===== src/hw/rtl/periodic_pwl_interpolator_core_macros.svh =====
// Assertion macros used by the periodic interpolator core.
`ifndef PERIODIC_PWL_INTERPOLATOR_CORE_MACROS_SVH
`define PERIODIC_PWL_INTERPOLATOR_CORE_MACROS_SVH
`ifndef SYNTH
// Same-cycle implication, disabled during reset.
`define PPI_ASSERT_IMPL(label, ck, rn, ante, cons, msg) \
    label: assert property (@(posedge ck) disable iff (!rn) (ante) |-> (cons)) \
        else $error(msg);
// Next-cycle implication, disabled during reset.
`define PPI_ASSERT_NEXT(label, ck, rn, ante, cons, msg) \
    label: assert property (@(posedge ck) disable iff (!rn) (ante) |=> (cons)) \
        else $error(msg);
`else
`define PPI_ASSERT_IMPL(label, ck, rn, ante, cons, msg)
`define PPI_ASSERT_NEXT(label, ck, rn, ante, cons, msg)
`endif
`endif


===== src/hw/rtl/ppi_pkg.sv =====
// Types, constants and helpers for the periodic piecewise-linear interpolator.
package ppi_pkg;

    localparam int MAX_POINTS_DEF = 64;
    localparam int TIME_W         = 32;
    localparam int VAL_W          = 32;
    localparam int CNT_CFG_W      = 7;
    localparam int IDX_IN_W       = 6;
    localparam int CFG_IDX_W      = 1;
    localparam int ALU_W          = 36;
    localparam int STEP_W         = 5;

    localparam logic [STEP_W-1:0] STEP_LAST = '1;

    localparam logic KIND_LOAD  = 1'b0;
    localparam logic KIND_QUERY = 1'b1;

    typedef enum logic [CFG_IDX_W-1:0] {
        CFG_PERIOD      = 1'b0,
        CFG_POINT_COUNT = 1'b1
    } ppi_cfg_reg_t;

    typedef enum logic [3:0] {
        ST_IDLE,
        ST_MOD,
        ST_SEARCH,
        ST_FETCH,
        ST_WRAP,
        ST_SPAN,
        ST_DT,
        ST_CLAMP,
        ST_DV,
        ST_ABS,
        ST_MUL,
        ST_DIV,
        ST_FIN
    } ppi_state_t;

    typedef struct packed {
        logic             sub;
        logic [ALU_W-1:0] a;
        logic [ALU_W-1:0] b;
    } ppi_alu_req_t;

    typedef struct packed {
        logic [ALU_W-1:0] sum;
        logic             neg;
        logic             zero;
    } ppi_alu_rsp_t;

    function automatic logic [ALU_W-1:0] zx32(logic [31:0] v);
        return {{(ALU_W-32){1'b0}}, v};
    endfunction

    function automatic logic [ALU_W-1:0] sx32(logic [31:0] v);
        return {{(ALU_W-32){v[31]}}, v};
    endfunction

endpackage


===== src/hw/rtl/ppi_alu.sv =====
// Shared add/subtract unit with sign and zero flags.
module ppi_alu
(
    input  ppi_pkg::ppi_alu_req_t req,
    output ppi_pkg::ppi_alu_rsp_t rsp
);

    logic [ppi_pkg::ALU_W-1:0] b_op;
    logic [ppi_pkg::ALU_W-1:0] sum;

    assign b_op     = req.sub ? ~req.b : req.b;
    assign sum      = req.a + b_op + ppi_pkg::ALU_W'(req.sub);
    assign rsp.sum  = sum;
    assign rsp.neg  = sum[ppi_pkg::ALU_W-1];
    assign rsp.zero = (sum == '0);

endmodule


===== config.mk =====
export PLATFORM = sky130hd
export DESIGN_NAME = ppi_alu
export DESIGN_NICKNAME = d
export VERILOG_FILES = /design/src/hw/rtl/periodic_pwl_interpolator_core_macros.svh /design/src/hw/rtl/ppi_pkg.sv /design/src/hw/rtl/ppi_alu.sv
export SDC_FILE = /design/constraint.sdc
export NUM_CORES = 1
export LEC_CHECK = 0
export BUFFER_PORTS_ARGS = -buffer_cell sky130_fd_sc_hd__buf_4
export CAP_MARGIN = 15
export CORE_MARGIN = 2
export CORE_UTILIZATION = 30
export DETAILED_ROUTE_END_ITERATION = 16
export PLACE_DENSITY = 0.5
export RECOVER_POWER = 50
export SLEW_MARGIN = 30
export SYNTH_ARGS = -nofsm -noshare
export SYNTH_HDL_FRONTEND = slang
export SYNTH_SLANG_ARGS = --single-unit

===== constraint.sdc =====
create_clock -name vclk -period 7
set_input_delay 1.4 -clock vclk [all_inputs]
set_output_delay 1.4 -clock vclk [all_outputs]
set_load 0.01 [all_outputs]

# ---- Word level (Yosys, flattened, before mapping)
# Cells that the tools add are included.
dict set report op_classes {
  n_addsub 2
  bitwise 1
  mux 1
  n_reduce_logical 1
}
# op count
set op_table {}
lappend op_table {{adder 36 x 1 -> 36 bit} 1}
lappend op_table {{adder 36 bit} 1}
lappend op_table {{logical NOT 36 bit} 1}
lappend op_table {{two-way mux 36 bit} 1}
lappend op_table {{inverter 36 bit} 1}
dict set report totals {
  ff_bits 0
  output_inout_bits 38
}

# ---- Depth between registers and ports, before layout
# Gate-level depths: netlist (run 1).
dict set report depth {
  depth_word 5
  ltp_mapped 14
}

# ---- Least setup slack after synthesis (run 1)
# Ideal clock, no wire load.
dict set report synth_path {
  path_type {input -> output}
  from {input req[72] in the netlist's numbering}
  to {output rsp[0] in the netlist's numbering}
  stages 13
  slack_ps 788
  path_buffers 2
  t_arrival_ps 4812
  cell_sequence {buf_6 buf_1 xor2_1 fa_1 a211oi_2 o21ai_1 xor2_1 nor4b_1 nor4b_1 or4bb_1 a2111oi_2 nand4b_1 nor4_2}
}
# element line_no
set synth_rtl {}
lappend synth_rtl {{from (decl)} ppi_alu.sv:4} ;# input ppi_pkg::ppi_alu_req_t req,
lappend synth_rtl {{to (decl)} ppi_alu.sv:5} ;# output ppi_pkg::ppi_alu_rsp_t rsp

==> results of run 1 <==
## metrics by stage
stage / total power (W) / hold slack (ns) / worst slack, ns
3_5_place_dp: 0.000590 / 3.14 / 0.534
6_report: 0.000569 / 3.11 / 0.482
4_1_cts: 0.000593 / 3.14 / 0.521
5_1_grt: 0.000626 / 3.15 / 0.139
3_3_place_gp: 0.000593 / 3.15 / 0.596
2_1_floorplan: 0.000362 / 2.88 / 0.788
## layer usage
layer  global-route usage, %  part of all wire, %  up-vias
met3                    1.23                  4.4       10
met1                    24.5                   47     1543
met4                    2.77                  1.6        0
met2                    31.1                   47       92
li1                        -                    -     1763
met5                       0                    0        -
## cell usage in the layout (no fill, tap or decap), types with 12 or more instances in the layout
master	n
nor3_1	12
ha_1	38
nand2_1	36
nor2_1	31
a21oi_1	43
o21ai_0	26
buf_4	102
xor2_1	46
xnor2_1	13
nand4_1	13
## logic make-up (layout without fill, tap and decap cells)
family	Yosys count	in the layout	share of synthesized area (%)
xor+xnor	59	59	17.8
mux	4	4	1.85
buf+inv	34	124	5.09
simple gates	147	147	26.8
fa+ha+maj	39	39	17.1
compound gates	137	137	31.4
## worst max-delay path, cell delays in order
cell       delay (ns)
buf_4            0.34
xor2_1           0.18
ha_1             0.32
a21oi_1          0.20
o22ai_1          0.27
a22oi_1          0.49
nand4_1          0.23
and4_1           0.26
or4b_2           0.69
a2111oi_2        0.22
nand4b_1         0.18
nor4_2           0.17
buf_4            0.16
## final cells by class
class | count | area [um^2] | area share, %
multi-input combinational | 386 | 2720 | 73.0
timing repair buffer | 113 | 807 | 21.6
tap | 129 | 161 | 4.32
inverter | 11 | 41.3 | 1.11
## power groups by stage
stage	combinational, W	clock [W]	sequential [W]
2_1_floorplan	0.000362	0	0
3_3_place_gp	0.000593	0	0
3_5_place_dp	0.000590	0	0
4_1_cts	0.000593	0	0
5_1_grt	0.000626	0	0
6_report	0.000569	0	0
## path summary, 6_finish.rpt
| check | startpoint | to | slack (ns) | depth (start not counted) |
|---|---|---|---|---|
| setup / recovery | req[72] | rsp[0] | 0.48 | 13 |
| hold / removal | req[36] | rsp[2] | 3.11 | 3 |
==> results.toml, run 1 <==
[final_layout]
nNetsFinal = 624
fin_area_um2 = 3730
n_clock_buffer = 0
diodes = 0
seq_cells = 0
fill_cells = 1014
postLayoutCoreUtil_pct = 40.0
syn_to_final_growth_pct = 28.7
finalNonFillerCells = 639
layout-drive-gt1-share_pct = 22.4
regArea_um2 = 0

[setup_path]
arrival_ns = 5.12
worst_setup_path_start_kind = "input pin"
crit_fanout = 25
required_ns = 5.60
crit_path_end_kind = "output pin"
path_class = "in2out"

[pwr]
p_clk_share_pct = 0
intPower_w = 0.000242
p_switching_w = 0.000328
ir_drop_mv = 0.0625
seqPwrFrac_pct = 0
power_density_nw_per_um2 = 152
p_comb_share_pct = 100.0
p_leak_nw = 1.64
swShare_pct = 57.6

[logic_synthesis]
yosys.area.top_type = "ha_1"
synthMostInstantiatedCell = "xor2_1"
netlist.area_leader.share_pct = 16.4
netlist_top_cells_area = "ha_1 16%, xor2_1 14%, a21oi_1 7.2%"
synth_area_um2 = 2900
synth_seq_area_share_pct = 0
syn_inst = 420
synth_warnings = 0
synth_nets = 532
yosys.cell_types.count = 66
postSynthAreaPerCell_um2 = 6.91
synth_common_cells = "46 x xor2_1, 42 x a21oi_1, 38 x ha_1"

[die]
die_w_um = 102
initial_utilization_pct = 31.1
coreArea_um2 = 9330
die_y_um = 102
io_pins = 111
dieArea_um2 = 10500
fp-row-count = 35

[timing]
hold_viol = 0
fin_crit_ns = 6.52
slew_headroom_pct = 48.6
totalNegativeSetupSlack_ns = 0
finalMaxSlewViolations = 0
rsz0062_at_grt = "no"
worst_pin_slew_ns = 0.761
timing.final.crit_share_pct = 93.1
setup_violations = 0
clock.fmax_mhz = 153

[detailed_routing]
firstDrtPassIters = 5
num_vias = 3408
drc = 0
drt_iter0_markers = 143
wl_per_cell_um = 15.3
viasPerCell = 5.33
ant_nets = 0
wl_mm = 9.75

[global_routing]
antenna_found_initial = 0
grt_pass1_wl_mm = 15.3
grt_pass1_vias = 3173
grt_usage_pct = 17.8
grt_overflow = 0
grt_max_degree = 26

[placement]
placed_area_um2 = 3800
post-place-cells = 639
dp_hpwl_mm = 8.47
routabilityCongestion = 0.937
portBuffers = 111

[run_status]
status = "completed"

[clock_network]
cts.repair.resized = 0
cts_setup_buffers = 0
cts_hold_buf = 0

[flow_run]
drv_cap = 0

[min_path]
hp-class = "in2out"
No activity file was read; power rests on OpenSTA's default activity.
==> run 2: changes to the inputs <==
--- a/config.mk
+++ b/config.mk
@@ -12,6 +12,7 @@
 export DETAILED_ROUTE_END_ITERATION = 16
 export PLACE_DENSITY = 0.5
 export RECOVER_POWER = 50
+export REMOVE_ABC_BUFFERS = 1
 export SLEW_MARGIN = 30
 export SYNTH_ARGS = -nofsm -noshare
 export SYNTH_HDL_FRONTEND = slang
==> results.toml, run 2 (same netlist as run 1, synthesis figures left out) <==
[run_status]
status = "completed"

[die]
dieArea_um2 = 10500
coreArea_um2 = 9330
io_pins = 111
die_w_um = 102
fp-row-count = 35
initial_utilization_pct = 31.1
die_y_um = 102

[global_routing]
grt_pass1_wl_mm = 15.7
grt_usage_pct = 18.3
antenna_found_initial = 0
grt_pass1_vias = 3216
grt_overflow = 0
grt_max_degree = 28

[setup_path]
arrival_ns = 5.11
worst_setup_path_start_kind = "input pin"
crit_family = "simple AND/OR/NAND/NOR gates"
slowest_delay_ns = 0.53
crit_path_end_kind = "output pin"
worstPathBufferInverterCount = 2
cp_slowest_cell = "or4bb_1"
cp.depth = 13
required_ns = 5.60
worstPathCellList = "buf_4, xor2_1, fa_1, a211oi_2, o21ai_0, xor2_1, nor4b_1, nor4b_1, or4bb_1, a2111oi_2, nand4b_1, nor4_2, buf_4"
crit_fanout = 27
path_class = "in2out"

[pwr]
finalPower_w = 0.000573
power_density_nw_per_um2 = 153
ir_drop_mv = 0.0693
p_leak_nw = 1.64

[timing]
finalMaxSlewViolations = 0
timing.final.crit_share_pct = 93.0
slew_headroom_pct = 48.8
clock.fmax_mhz = 154
fin_crit_ns = 6.51
rsz0062_at_grt = "no"
worst_pin_slew_ns = 0.759
hold_viol = 0
holdWs_ns = 3.11
totalNegativeSetupSlack_ns = 0
setup_violations = 0

[final_layout]
nNetsFinal = 623
n_clock_buffer = 0
fin_area_um2 = 3740
final_common_cell = "buf_4"
regArea_um2 = 0
diodes = 0
fill_cells = 1049
seq_cells = 0
layout-drive-gt1-share_pct = 22.4
postLayoutCoreUtil_pct = 40.1
syn_to_final_growth_pct = 29.1
final_cell_mix = "101 x buf_4, 46 x xor2_1, 43 x a21oi_1"

[detailed_routing]
firstDrtPassIters = 4
drt_iter0_markers = 134
viasPerCell = 5.41
ant_nets = 0
drc = 0
wl_mm = 10.0
wl_per_cell_um = 15.7
num_vias = 3451

[clock_network]
cts_setup_buffers = 0
cts.repair.resized = 0
cts_hold_buf = 0

[min_path]
whs_path_depth = 3
hp-class = "in2out"

[placement]
routabilityCongestion = 0.840
placed_area_um2 = 3800
dp_hpwl_mm = 8.64
portBuffers = 111

[flow_run]
drv_cap = 0
==> run 2: cell type report <==
class | count | area (um^2) | share of cell area [%]
repair buffers | 112 | 800 | 21.4
well taps | 129 | 161 | 4.31
multi-input cells | 386 | 2740 | 73.2
inverters | 11 | 41.3 | 1.10
==> run 2: per-layer routing <==
metal	track usage, %	vias to the layer above	part of all wire, %
met2	32.6	103	47
met1	25.3	1576	47
met4	1.13	0	0.61
met3	1.30	7	5.6
met5	0	-	0
li1	-	1765	-
==> run 2: per-stage QoR <==
step                cells  setup WS, ns
detailed placement    638         0.508
global route          638         0.156
CTS                   638         0.508
floorplan             397          1.28
finish                638         0.493
global placement      638         0.552
==> run 2: worst min-delay path, stage by stage <==
cell and delay (ns):
buf_4 0.10, xor2_1 0.08, clkbuf_1 0.13
==> run 2: final timing paths <==
check | startpoint | to | slack [ns]
setup / recovery | req[72] | rsp[0] | 0.49
hold / removal | req[36] | rsp[2] | 3.11
==> run 2: report_power, final <==
group | switching (W) | leakage [nW] | internal (W)
Clock | 0 | 0 | 0
Combinational | 0.000331 | 1.64 | 0.000242
Sequential | 0 | 0 | 0
Total | 0.000331 | 1.64 | 0.000242
==> run 3: changes to the inputs <==
--- a/config.mk
+++ b/config.mk
@@ -5,12 +5,13 @@
 export SDC_FILE = /design/constraint.sdc
 export NUM_CORES = 1
 export LEC_CHECK = 0
+export ABC_AREA = 1
 export BUFFER_PORTS_ARGS = -buffer_cell sky130_fd_sc_hd__buf_4
 export CAP_MARGIN = 15
 export CORE_MARGIN = 2
 export CORE_UTILIZATION = 30
 export DETAILED_ROUTE_END_ITERATION = 16
-export PLACE_DENSITY = 0.5
+export PLACE_DENSITY = 0.49
 export RECOVER_POWER = 50
 export REMOVE_ABC_BUFFERS = 1
 export SLEW_MARGIN = 30
==> results.toml, run 3 <==
[timing]
rsz0062_at_grt = "no"
setup_violations = 0
slew_headroom_pct = 58.9
finalMaxSlewViolations = 0
totalNegativeSetupSlack_ns = 0
timing.final.crit_share_pct = 79.8
hold_viol = 0
worst_pin_slew_ns = 0.616
fin_crit_ns = 5.59
clock.fmax_mhz = 179

[logic_synthesis]
synth_seq_area_share_pct = 0
synth_area_um2 = 3340
synth_warnings = 0
syn_inst = 673
synthMostInstantiatedCell = "nand2_1"
netlist.area_leader.share_pct = 29.7
netlist_top_cells_area = "nand2_1 30%, inv_1 16%, ha_1 14%"
yosys.area.top_type = "nand2_1"
yosys.cell_types.count = 28
postSynthAreaPerCell_um2 = 4.97
synth_common_cells = "264 x nand2_1, 143 x inv_1, 60 x nor2_1"

[detailed_routing]
top_layer_used = "met4"
met1_length_mm = 5.83
wl_mm = 11.4
num_vias = 4161
drc = 0
viasPerCell = 4.53
drt_iter0_markers = 230
ant_nets = 0
wl_per_cell_um = 12.5
wl_met2_mm = 5.02
routed-wl-met3_um = 462
firstDrtPassIters = 5

[final_layout]
regArea_um2 = 0
seq_cells = 0
n_clock_buffer = 0
postLayoutCoreUtil_pct = 39.2
layout-drive-gt1-share_pct = 14.5
final_common_cell = "nand2_1"
nNetsFinal = 893
final_cell_mix = "268 x nand2_1, 143 x inv_1, 99 x buf_4"
diodes = 0
syn_to_final_growth_pct = 27.3

[setup_path]
worstPathCellList = "buf_4, xor2_1, ha_1, nand2_1, inv_1, nand2_1, nand2_1, nand2_1, nand2_1, nand2_1, nand2_1, nand2_1, nand2_1, nor2_1, nand3_1, nor2_1, nand3_1, nor2_1, buf_4"
arrival_ns = 4.19
crit_path_end_kind = "output pin"
worst_setup_path_start_kind = "input pin"
crit_fanout = 36
cp-startpoint = "req[72]"
required_ns = 5.60
crit_top_cell = "nand2_1"
slowest_delay_ns = 0.49
path_class = "in2out"
cp_slowest_cell = "buf_4"

[global_routing]
grt_overflow = 0
grt_max_degree = 37
grt_pass1_vias = 3895
antenna_found_initial = 0
grt_usage_pct = 19.0
grt_pass1_wl_mm = 18.3

[placement]
portBuffers = 111
routabilityCongestion = 0.957
dp_hpwl_mm = 10.4

[pwr]
power_density_nw_per_um2 = 133
intPower_w = 0.000218
seqPwrFrac_pct = 0
ir_drop_mv = 0.0577
p_leak_nw = 2.69
swShare_pct = 61.3
p_clk_share_pct = 0
p_switching_w = 0.000346
p_comb_share_pct = 100.0

[flow_run]
drv_cap = 0

[die]
initial_utilization_pct = 30.8
coreArea_um2 = 10800
die_w_um = 110
fp-row-count = 38
io_pins = 111
die_y_um = 110
dieArea_um2 = 12000

[clock_network]
cts_setup_buffers = 0
cts.repair.resized = 0
cts_hold_buf = 0

[min_path]
hp-class = "in2out"
min-delay-start = "req[36]"

[run_status]
status = "completed"
## run 3: cell types whose count changed after synthesis, moves of 9 or more
cell      previous run  this run
a21oi_1             42        23
clkbuf_1            13         1
inv_1               11       143
nand2_1             36       264
nand2_2              0        12
nand3_1             11        45
nor2_1              31        60
o211ai_1             9         0
o21ai_0             25         3
or3_1                9         0
## run 3: power by group through the flow
stage,Sequential (W),Clock (W),Combinational [W]
2_1_floorplan,0,0,0.000353
3_3_place_gp,0,0,0.000582
3_5_place_dp,0,0,0.000583
4_1_cts,0,0,0.000585
5_1_grt,0,0,0.000640
6_report,0,0,0.000564
## run 3: final timing paths
kind	endpoint	cells after the start	slack, ns
max	rsp[0]	19	1.41
min	rsp[2]	4	3.16
## run 3: cell families (layout without fill, tap and decap cells)
logic type      Yosys count  count (layout)  synth area share [%]
compound gates           33              33                  5.47
fa+ha+maj                39              39                  14.8
simple gates            409             409                  51.3
xor+xnor                 43              43                  11.3
buf+inv                 149             255                  17.1
## run 3: layout make-up
class / count / area, um^2
fill: 1302 / 6590
multi-input combinational: 524 / 2750
timing repair buffer: 111 / 788
inverter: 144 / 541
tap: 140 / 175
## run 3: per-layer routing
layer,track usage (%),up-vias
met5,0,-
li1,-,2246
met1,28.1,1816
met2,31.8,93
met3,0.237,6
met4,1.81,0
## run 3: critical path, delay by kind of cell
kind | cells | cell delay (ns)
buffers and inverters | 3 | 0.67
and+or+nand+nor | 14 | 1.50
xor gates and xnor gates | 1 | 0.31
adders and majority gates | 1 | 0.29
## run 3: per-stage QoR
stage | cell area, um^2 | total power (W) | hold slack (ns) | setup slack, ns | std cells
final | 4250 | 0.000564 | 3.16 | 1.41 | 919
after CTS | 4320 | 0.000585 | 3.14 | 1.40 | 919
after floorplan | 3310 | 0.000353 | 2.93 | 2.48 | 668
after detailed placement | 4320 | 0.000583 | 3.13 | 1.41 | 919
after global routing | 4250 | 0.000640 | 3.20 | 1.16 | 919
after global placement | 4320 | 0.000582 | 3.13 | 1.42 | 919
